==> src/hw/rtl/bls_pkg.sv <==
package bls_pkg;

    localparam int COORD_WIDTH = 12;
    localparam int ERR_WIDTH   = COORD_WIDTH + 3;
    localparam int QUEUE_DEPTH = 2;
    localparam int QPTR_WIDTH  = $clog2(QUEUE_DEPTH);
    localparam int QCNT_WIDTH  = $clog2(QUEUE_DEPTH + 1);

    typedef logic [COORD_WIDTH-1:0] coord_t;
    typedef logic [ERR_WIDTH-1:0]   err_t;

    typedef enum logic {
        FUNC_LOAD    = 1'b0,
        FUNC_ADVANCE = 1'b1
    } func_t;

    // Classified transaction handed from the front end to the stepper
    typedef struct packed {
        func_t  func;
        coord_t start_x;
        coord_t start_y;
        coord_t end_x;
        coord_t end_y;
        coord_t abs_dx;
        coord_t abs_dy;
        logic   x_step_down;
        logic   y_step_down;
    } cmd_t;

    function automatic coord_t step_coord(input coord_t c, input logic down);
        coord_t r;
        if (down)
        begin
            r = c - coord_t'(1);
        end
        else
        begin
            r = c + coord_t'(1);
        end
        return r;
    endfunction

endpackage

==> src/hw/rtl/bls_front.sv <==
module bls_front (
    input  logic            in_valid,
    output logic            in_ready,
    input  logic            func,
    input  bls_pkg::coord_t start_x,
    input  bls_pkg::coord_t start_y,
    input  bls_pkg::coord_t end_x,
    input  bls_pkg::coord_t end_y,
    output logic            push_valid,
    input  logic            push_ready,
    output bls_pkg::cmd_t   push_cmd
);

    logic x_down;
    logic y_down;

    assign in_ready   = push_ready;
    assign push_valid = in_valid;

    assign x_down = (end_x < start_x);
    assign y_down = (end_y < start_y);

    always_comb
    begin
        push_cmd.func        = bls_pkg::func_t'(func);
        push_cmd.start_x     = start_x;
        push_cmd.start_y     = start_y;
        push_cmd.end_x       = end_x;
        push_cmd.end_y       = end_y;
        push_cmd.x_step_down = x_down;
        push_cmd.y_step_down = y_down;
        push_cmd.abs_dx      = x_down ? (start_x - end_x) : (end_x - start_x);
        push_cmd.abs_dy      = y_down ? (start_y - end_y) : (end_y - start_y);
    end

endmodule

==> src/hw/rtl/bls_queue.sv <==
module bls_queue (
    input  logic          clk,
    input  logic          rst_n,
    input  logic          push_valid,
    output logic          push_ready,
    input  bls_pkg::cmd_t push_cmd,
    output logic          pop_valid,
    input  logic          pop_ready,
    output bls_pkg::cmd_t pop_cmd
);

    bls_pkg::cmd_t mem [bls_pkg::QUEUE_DEPTH];

    logic [bls_pkg::QPTR_WIDTH-1:0] wr_ptr_reg, wr_ptr_next;
    logic [bls_pkg::QPTR_WIDTH-1:0] rd_ptr_reg, rd_ptr_next;
    logic [bls_pkg::QCNT_WIDTH-1:0] count_reg, count_next;
    logic do_push;
    logic do_pop;

    assign push_ready = (count_reg != bls_pkg::QCNT_WIDTH'(bls_pkg::QUEUE_DEPTH));
    assign pop_valid  = (count_reg != '0);
    assign pop_cmd    = mem[rd_ptr_reg];
    assign do_push    = push_valid && push_ready;
    assign do_pop     = pop_valid && pop_ready;

    function automatic logic [bls_pkg::QPTR_WIDTH-1:0] ptr_inc(
        input logic [bls_pkg::QPTR_WIDTH-1:0] p
    );
        logic [bls_pkg::QPTR_WIDTH-1:0] r;
        if (p == bls_pkg::QPTR_WIDTH'(bls_pkg::QUEUE_DEPTH - 1))
        begin
            r = '0;
        end
        else
        begin
            r = p + bls_pkg::QPTR_WIDTH'(1);
        end
        return r;
    endfunction

    always_comb
    begin
        wr_ptr_next = do_push ? ptr_inc(wr_ptr_reg) : wr_ptr_reg;
        rd_ptr_next = do_pop ? ptr_inc(rd_ptr_reg) : rd_ptr_reg;
        count_next  = count_reg;
        if (do_push && !do_pop)
        begin
            count_next = count_reg + bls_pkg::QCNT_WIDTH'(1);
        end
        else if (do_pop && !do_push)
        begin
            count_next = count_reg - bls_pkg::QCNT_WIDTH'(1);
        end
    end

    always_ff @(posedge clk)
    begin
        if (do_push)
        begin
            mem[wr_ptr_reg] <= push_cmd;
        end
    end

    always_ff @(posedge clk or negedge rst_n)
    begin
        if (!rst_n)
        begin
            wr_ptr_reg <= '0;
            rd_ptr_reg <= '0;
            count_reg  <= '0;
        end
        else
        begin
            wr_ptr_reg <= wr_ptr_next;
            rd_ptr_reg <= rd_ptr_next;
            count_reg  <= count_next;
        end
    end

endmodule

==> src/hw/rtl/bls_back.sv <==
module bls_back (
    input  logic            clk,
    input  logic            rst_n,
    input  logic            pop_valid,
    output logic            pop_ready,
    input  bls_pkg::cmd_t   pop_cmd,
    output logic            out_valid,
    input  logic            out_ready,
    output bls_pkg::coord_t pixel_x,
    output bls_pkg::coord_t pixel_y,
    output logic            last_pixel
);

    bls_pkg::coord_t cur_x_reg, cur_x_next;
    bls_pkg::coord_t cur_y_reg, cur_y_next;
    bls_pkg::coord_t stop_major_reg, stop_major_next;
    bls_pkg::err_t   error_term_reg, error_term_next;
    bls_pkg::coord_t abs_dx_reg, abs_dx_next;
    bls_pkg::coord_t abs_dy_reg, abs_dy_next;
    logic            x_step_down_reg, x_step_down_next;
    logic            y_step_down_reg, y_step_down_next;
    logic            x_major_reg, x_major_next;
    logic            busy_reg, busy_next;

    logic            out_valid_reg, out_valid_next;
    bls_pkg::coord_t pixel_x_reg, pixel_x_next;
    bls_pkg::coord_t pixel_y_reg, pixel_y_next;
    logic            last_reg, last_next;

    logic            head_is_load;
    logic            out_free;
    logic            take;
    logic            emit;

    logic            ld_x_major;
    bls_pkg::coord_t ld_major;
    bls_pkg::coord_t ld_minor;

    bls_pkg::coord_t st_major;
    bls_pkg::coord_t st_minor;
    logic            err_pos;
    bls_pkg::coord_t x_stepped;
    bls_pkg::coord_t y_stepped;
    bls_pkg::coord_t major_after;

    assign out_valid  = out_valid_reg;
    assign pixel_x    = pixel_x_reg;
    assign pixel_y    = pixel_y_reg;
    assign last_pixel = last_reg;

    assign out_free  = !out_valid_reg || out_ready;
    assign pop_ready = head_is_load || !busy_reg || out_free;
    assign take      = pop_valid && pop_ready;
    assign emit      = take && !head_is_load && busy_reg;

    always_comb
    begin
        case (pop_cmd.func)
            bls_pkg::FUNC_LOAD:    head_is_load = 1'b1;
            bls_pkg::FUNC_ADVANCE: head_is_load = 1'b0;
            default:               head_is_load = 1'b0;
        endcase
    end

    // Segment setup
    assign ld_x_major = (pop_cmd.abs_dx > pop_cmd.abs_dy);
    assign ld_major   = ld_x_major ? pop_cmd.abs_dx : pop_cmd.abs_dy;
    assign ld_minor   = ld_x_major ? pop_cmd.abs_dy : pop_cmd.abs_dx;

    // Per-pixel step
    assign st_major    = x_major_reg ? abs_dx_reg : abs_dy_reg;
    assign st_minor    = x_major_reg ? abs_dy_reg : abs_dx_reg;
    assign err_pos     = !error_term_reg[bls_pkg::ERR_WIDTH-1] && (error_term_reg != '0);
    assign x_stepped   = bls_pkg::step_coord(cur_x_reg, x_step_down_reg);
    assign y_stepped   = bls_pkg::step_coord(cur_y_reg, y_step_down_reg);
    assign major_after = x_major_reg ? x_stepped : y_stepped;

    always_comb
    begin
        cur_x_next       = cur_x_reg;
        cur_y_next       = cur_y_reg;
        stop_major_next  = stop_major_reg;
        error_term_next  = error_term_reg;
        abs_dx_next      = abs_dx_reg;
        abs_dy_next      = abs_dy_reg;
        x_step_down_next = x_step_down_reg;
        y_step_down_next = y_step_down_reg;
        x_major_next     = x_major_reg;
        busy_next        = busy_reg;

        if (take && head_is_load)
        begin
            cur_x_next       = pop_cmd.start_x;
            cur_y_next       = pop_cmd.start_y;
            abs_dx_next      = pop_cmd.abs_dx;
            abs_dy_next      = pop_cmd.abs_dy;
            x_step_down_next = pop_cmd.x_step_down;
            y_step_down_next = pop_cmd.y_step_down;
            x_major_next     = ld_x_major;
            stop_major_next  = ld_x_major ? pop_cmd.end_x : pop_cmd.end_y;
            error_term_next  = {2'b00, ld_minor, 1'b0} - {3'b000, ld_major};
            busy_next        = (ld_major != '0);
        end
        else if (emit)
        begin
            error_term_next = error_term_reg + {2'b00, st_minor, 1'b0}
                              - (err_pos ? {2'b00, st_major, 1'b0} : '0);
            if (x_major_reg)
            begin
                cur_x_next = x_stepped;
                cur_y_next = err_pos ? y_stepped : cur_y_reg;
            end
            else
            begin
                cur_y_next = y_stepped;
                cur_x_next = err_pos ? x_stepped : cur_x_reg;
            end
            busy_next = (major_after != stop_major_reg);
        end
    end

    always_comb
    begin
        out_valid_next = out_valid_reg && !out_ready;
        pixel_x_next   = pixel_x_reg;
        pixel_y_next   = pixel_y_reg;
        last_next      = last_reg;
        if (emit)
        begin
            out_valid_next = 1'b1;
            pixel_x_next   = cur_x_reg;
            pixel_y_next   = cur_y_reg;
            last_next      = (major_after == stop_major_reg);
        end
    end

    always_ff @(posedge clk)
    begin
        pixel_x_reg <= pixel_x_next;
        pixel_y_reg <= pixel_y_next;
        last_reg    <= last_next;
    end

    always_ff @(posedge clk or negedge rst_n)
    begin
        if (!rst_n)
        begin
            cur_x_reg       <= '0;
            cur_y_reg       <= '0;
            stop_major_reg  <= '0;
            error_term_reg  <= '0;
            abs_dx_reg      <= '0;
            abs_dy_reg      <= '0;
            x_step_down_reg <= 1'b0;
            y_step_down_reg <= 1'b0;
            x_major_reg     <= 1'b0;
            busy_reg        <= 1'b0;
            out_valid_reg   <= 1'b0;
        end
        else
        begin
            cur_x_reg       <= cur_x_next;
            cur_y_reg       <= cur_y_next;
            stop_major_reg  <= stop_major_next;
            error_term_reg  <= error_term_next;
            abs_dx_reg      <= abs_dx_next;
            abs_dy_reg      <= abs_dy_next;
            x_step_down_reg <= x_step_down_next;
            y_step_down_reg <= y_step_down_next;
            x_major_reg     <= x_major_next;
            busy_reg        <= busy_next;
            out_valid_reg   <= out_valid_next;
        end
    end

endmodule

==> src/hw/rtl/bresenham_line_stepper_top.sv <==
// An accepted advance transaction passes the queue and the output register to a pixel.
// Throughput: one transaction per cycle unless the output stalls; the stepper error
// update and coordinate step are combinational, decoupled by a two-entry queue.
// Reset (rst_n, async active low): queue empty, stepper idle, no output pending.
module bresenham_line_stepper_top (
    input  logic            clk,
    input  logic            rst_n,
    input  logic            in_valid,
    output logic            in_ready,
    input  logic            func,
    input  bls_pkg::coord_t start_x,
    input  bls_pkg::coord_t start_y,
    input  bls_pkg::coord_t end_x,
    input  bls_pkg::coord_t end_y,
    output logic            out_valid,
    input  logic            out_ready,
    output bls_pkg::coord_t pixel_x,
    output bls_pkg::coord_t pixel_y,
    output logic            last_pixel
);

    logic          push_valid;
    logic          push_ready;
    bls_pkg::cmd_t push_cmd;
    logic          pop_valid;
    logic          pop_ready;
    bls_pkg::cmd_t pop_cmd;

    bls_front u_front (
        .in_valid   (in_valid),
        .in_ready   (in_ready),
        .func       (func),
        .start_x    (start_x),
        .start_y    (start_y),
        .end_x      (end_x),
        .end_y      (end_y),
        .push_valid (push_valid),
        .push_ready (push_ready),
        .push_cmd   (push_cmd)
    );

    bls_queue u_queue (
        .clk        (clk),
        .rst_n      (rst_n),
        .push_valid (push_valid),
        .push_ready (push_ready),
        .push_cmd   (push_cmd),
        .pop_valid  (pop_valid),
        .pop_ready  (pop_ready),
        .pop_cmd    (pop_cmd)
    );

    bls_back u_back (
        .clk        (clk),
        .rst_n      (rst_n),
        .pop_valid  (pop_valid),
        .pop_ready  (pop_ready),
        .pop_cmd    (pop_cmd),
        .out_valid  (out_valid),
        .out_ready  (out_ready),
        .pixel_x    (pixel_x),
        .pixel_y    (pixel_y),
        .last_pixel (last_pixel)
    );

endmodule

==> config.mk <==
export PLATFORM = sky130hd
export DESIGN_NAME = bresenham_line_stepper_top
export DESIGN_NICKNAME = d
export VERILOG_FILES = /design/src/hw/rtl/bls_pkg.sv /design/src/hw/rtl/bls_front.sv /design/src/hw/rtl/bls_queue.sv /design/src/hw/rtl/bls_back.sv /design/src/hw/rtl/bresenham_line_stepper_top.sv
export SDC_FILE = /design/constraint.sdc
export NUM_CORES = 1
export LEC_CHECK = 0
export BUFFER_PORTS_ARGS = -buffer_cell sky130_fd_sc_hd__buf_2
export CORE_ASPECT_RATIO = 1.4
export CORE_UTILIZATION = 40
export DETAILED_ROUTE_END_ITERATION = 6
export HOLD_SLACK_MARGIN = 0.05
export MAX_ROUTING_LAYER = met4
export PLACE_DENSITY = 0.63
export SLEW_MARGIN = 20
export SYNTH_ARGS = -nofsm -noshare
export SYNTH_HDL_FRONTEND = slang
export SYNTH_HIERARCHICAL = 1
export SYNTH_SLANG_ARGS = --single-unit
export TNS_END_PERCENT = 20
==> constraint.sdc <==
create_clock -name clk -period 14.4 [get_ports clk]
set_clock_uncertainty 0.2 [all_clocks]
set_input_delay 2.88 -clock clk [delete_from_list [all_inputs] [get_ports clk]]
set_output_delay 2.88 -clock clk [all_outputs]
set_load 0.05 [all_outputs]
## Word level (Yosys, flattened, before mapping)

Memories as Yosys holds them, arrays and structs flattened.
Index checks and enable logic that the tools add are counted.
Widths: inputs -> output; s select.

| word-level totals | value |
|---|---|
| register bits after elaboration | 109 |
| memory bits (writable) | 150 |
| input bits | 53 |
| output and inout bits | 27 |
| memories kept | 1 |

| cells by class | value |
|---|---|
| add/sub/neg operators | 15 |
| order comparisons | 3 |
| equal/unequal tests | 4 |
| muxes and demuxes | 31 |
| bitwise logic cells | 1 |
| reductions and logical operators | 27 |

Memories:

| memory | depth | width | rd ports | clocked after Yosys merged registers in | wr ports | line | RTL |
|---|---|---|---|---|---|---|---|
| u_queue.mem | 2 | 75 | 1 | 0 | 1 | bls_queue.sv:12 | `bls_pkg::cmd_t mem [bls_pkg::QUEUE_DEPTH];` |

Operator list:

| cell | count |
|---|---|
| $mux 12 | 18 |
| $sub 12x12->12 | 4 |
| $mux 15 | 2 |
| $add 12x1->12 const B | 2 |
| $lt 12x12->1 | 2 |
| $sub 12x1->12 const B | 2 |
| $add 15x13->15 | 1 |
| $reduce_bool 15->1 | 1 |
| $sub 15x15->15 | 1 |
| $sub 13x12->14 | 1 |
| $mux 13 | 1 |
| $eq 12x12->1 | 1 |
| $gt 12x12->1 | 1 |
| $ne 12x12->1 | 1 |
| $reduce_bool 12->1 | 1 |
| $logic_and 1x1->1 | 9 |
| $logic_not 1->1 | 7 |
| $mux 1 | 7 |
| $reduce_bool 2->1 | 3 |
| $mux 2 | 2 |
| $reduce_and 2->1 | 2 |
| $logic_or 1x1->1 | 3 |
| $ne 3x3->1 const B | 1 |
| $reduce_bool 3->1 | 1 |
| other kinds (6) | 7 |

## Depth between registers and ports, before layout

An unclocked memory read counts as a cell.

| logic depth | value |
|---|---|
| depth after elaboration | 10 |
| depth in mapped cells | 23 |
| gate-level depth less buffers | 20 |

## Modules after synthesis

Netlist, hierarchy kept.

Modules (own cells, without submodules):

| module | instances | cells each | area an instance (um^2) | sequential area each (um^2) |
|---|---|---|---|---|
| bls_back | 1 | 902 | 8,021.4 | 2,752.6 |
| bls_queue | 1 | 251 | 5,760.5 | 4,604.4 |
| bls_front | 1 | 364 | 2,628.8 | 0.0 |

## Worst setup path before layout

Ideal clock, no wire load.

| timing path | value |
|---|---|
| path type | in2reg |
| start point | input in_valid |
| end point | memory u_queue/mem[0][0] (netlist bit) (enable) |
| library setup time | 0.509 ns |
| data arrival time | 6.186 ns |
| required time | 13.691 ns |
| setup slack | 7.505 ns |
| stages | 3 |
| cell sequence | buf_4 -> nand2_1 -> nor2_1 |

| between the ends | value |
|---|---|
| cells in the longest elaborated chain, start to end | 3 |

Ends and longest elaborated chain:

| item | line | RTL |
|---|---|---|
| start: declaration | bresenham_line_stepper_top.sv:8 | `input logic in_valid,` |
| $logic_and 1x1->1 | bls_queue.sv:23 | `assign do_push = push_valid && push_ready;` |
| $mux 1 | bls_queue.sv:58 | `if (do_push)` |
| $mux 1 (not written as such) | bls_queue.sv:60 | `mem[wr_ptr_reg] <= push_cmd;` |
| end: declaration | bls_queue.sv:12 |  |

No other way between the ends.

==> impl_metrics.yaml <==
status:
  outcome: "complete, no violations"
clock_network:
  cts-root-buf: "clkbuf_16"
  path_clk_slew_ps: 80
  clockBufferDepth: 3
  htree_levels: 1
  postCtsSetupRepairBufs: 0
  post_cts_resized: 0
  insertion_delay_ps: 570
  clkSinkCount: 259
  cts_tree: "yes"
  ctsHoldBuffers: 0
  cts_made_buffers: 27
synth:
  synth_warnings: 6
  synth_edf_count: 175
  yosys.area.top_type: "edfxtp_1"
  ys_top_cells_by_area: "edfxtp_1, dfrtp_1, ha_1"
  synth.distinct_cells: 75
  ys_seq_area_share_pct: 44.83
  synth_ff_type: "edfxtp_1"
  synth.cell_area_um2: 16410
  yosysTopAreaCellShare_pct: 32.02
  ys_ff_latch: 259
  syn_inst: 1517
  syn_nets: 1692
  async_flop_share_pct: 32.43
  syn_area_per_cell_um2: 10.82
die:
  ios: 80
  start_util_pct: 40.64
  fp.dieW_um: 173.2
  die_y_um: 241.7
  dieArea_um2: 41850
  rows: 87
  core_um2: 40390
setup_path:
  rr_startpoint: "u_queue/rd_ptr_reg"
  reg2regPathDepth: 19
  startpoint_type: "register"
  arrival_ps: 6650
  cp_max_fo: 52
  path_class: "register to register"
  cp-end-kind: "register"
  reg2reg_setup_slack_ps: 8000
  max_stage_delay_ps: 800
  worstReg2RegEnd: "u_back/error_term_reg[14]"
  required_ps: 14650
  cp_num_buf_inv: 3
  cp_cell_sequence: "buf_4 -> mux2_2 -> inv_1 -> ha_1 -> nor2b_1 -> o211ai_1 -> a211o_1 -> a21oi_4 -> buf_4 -> mux2_2 -> ha_1 -> nor2b_1 -> a221oi_1 -> o21ai_0 -> mux2i_1 -> o31ai_1 -> o21ai_0 -> nor2_1 -> nor4_1"
  crit_slowest_cell: "dfrtp_4"
  cp_top_family: "compound AO/OA/AOI/OAI gates"
sta:
  maxSlewHeadroom_pct: 27.38
  fin_ws_ps: 8004
  hold_violations: 0
  post-route-period-util_pct: 44.42
  worst_pin_slew_ps: 1089
  final-max-slew-violation-count: 0
  min_period_ps: 6396
  setup_violations: 0
  rsz0062_at_grt: "no"
  final.setup.tns_ps: 0
  fmax_mhz: 156.3
cells_and_area:
  fin_area_um2: 17840
  antenna_cells: 0
  seq_area_um2: 7362
  nets: 1704
  drive_gt1_share_pct: 15.81
  fill_cells: 3777
  largest_reg_flops: 150
  area_growth_syn_to_layout_pct: 8.722
  multi_input_area_um2: 7948
drt:
  drtIter0Drc: 783
  ant_nets: 0
  drc_errors: 0
  num_vias: 11070
  dr.pass1.iters: 5
  wire_per_inst_um: 18.25
  vias_per_cell: 5.313
  drt_wl_total_um: 38040
flow_run:
  max_cap_violations: 0
global_routing:
  antenna_found_initial: 0
  grt_max_degree: 79
  grt_usage_pct: 18.68
  grt_pass1_wl_um: 59630
  grt_pass1_vias: 10830
  grt_overflow: 0
placed_design:
  portBuffers: 79
  placed_area_um2: 16910
  place.gp.congestion: 0.9341
  pre_cts_slack_ps: 8027
  dpl.hpwl_um: 28540
hold_path:
  min_from: "u_back/cur_x_reg[3]"
  hold_end: "u_back/pixel_x[3]"
  min_path_cells: 0
  hold_path.class: "register to register"
## layout make-up
type | count | share of cell area, %
Clock buffer | 36 | 4.383
Clock inverter | 14 | 0.8696
Inverter | 121 | 2.546
Multi-Input combinational cell | 1031 | 44.54
Sequential cell | 259 | 41.26
Tap cell | 534 | 3.745
Timing Repair Buffer | 89 | 2.651
## cell usage in the layout (no fill, tap or decap), drive strengths merged, types with 8 or more instances in the layout
| cell type | instances |
|---|---|
| a21o | 10 |
| a211oi | 15 |
| nor2b | 19 |
| o21a | 19 |
| inv | 124 |
| fa | 20 |
| ha | 102 |
| nor4 | 10 |
| a21oi | 86 |
| xor2 | 34 |
| nand2b | 15 |
| and3 | 10 |
| dfrtp | 84 |
| o21ai | 102 |
| clkbuf | 36 |
| edfxtp | 175 |
| o21bai | 8 |
| mux2i | 73 |
| nand4 | 8 |
| a31oi | 8 |
| nor2 | 81 |
| nand2 | 134 |
| nor3 | 21 |
| nand3 | 24 |
| mux2 | 87 |
| buf | 89 |
| xnor2 | 41 |
## metrics by stage
step | instances | utilization (%) | hold slack, ps
floorplan | 1517 | - | 247.9
global placement | 2034 | 41.86 | 274.4
detailed placement | 2034 | 41.86 | 267.3
CTS | 2084 | 44.18 | 277.7
global route | 2084 | 44.18 | 295.7
finish | 2084 | 44.18 | 279.6
## Yosys cell counts, types with 5 or more instances
cell type	instances
nor2b_1	19
or3_1	5
a21o_1	10
mux2_4	41
mux2i_1	73
buf_4	54
nand3_1	24
and3_1	10
o211ai_1	7
buf_1	7
buf_2	5
dfrtp_1	84
a2111oi_0	5
a211oi_1	12
edfxtp_1	175
and2_1	6
xnor2_1	41
o21ai_0	94
o21a_1	18
fa_1	20
buf_6	10
nand2b_1	15
a31oi_1	8
xor2_1	34
o2111ai_1	5
mux2_2	46
o21bai_1	8
nor3b_1	7
o22ai_1	7
nor4_1	10
nor2_1	81
nand4_1	8
nand2_1	134
nor3_1	21
ha_1	102
inv_1	121
clkbuf_1	30
a21oi_1	83
o21ai_1	8
## worst max-delay path by stage
| stage | startpoint | to | depth (start not counted) |
|---|---|---|---|
| global placement | u_queue/rd_ptr_reg | u_back/error_term_reg[14] | 19 |
| CTS | u_queue/rd_ptr_reg | u_back/error_term_reg[14] | 19 |
| finish | u_queue/rd_ptr_reg | u_back/error_term_reg[14] | 19 |
| detailed placement | u_queue/rd_ptr_reg | u_back/error_term_reg[14] | 19 |
| floorplan | in_valid | u_queue/mem[0][0] | 3 |
| global route | u_queue/rd_ptr_reg | u_back/error_term_reg[14] | 19 |
## per-layer routing
metal  up-vias  track usage (%)  wire [µm]
met5         -                -          0
li1       5412                -          -
met2       236            31.10      18880
met1      5366            23.69      16790
met3        58            1.887       1250
met4         0            6.429       1117
## cell families after synthesis
kind of cell	count (synthesis)	share of synthesized area (%)
fa+ha+maj	122	10.22
xor+xnor	76	4.140
buf+inv	227	6.923
flops	259	44.83
mux	160	11.36
compound gates	317	12.37
simple gates	356	10.16
Power is left out: the tool's default activity adds up to more than one toggle a clock period on the data nets, which glitch-free logic cannot reach.
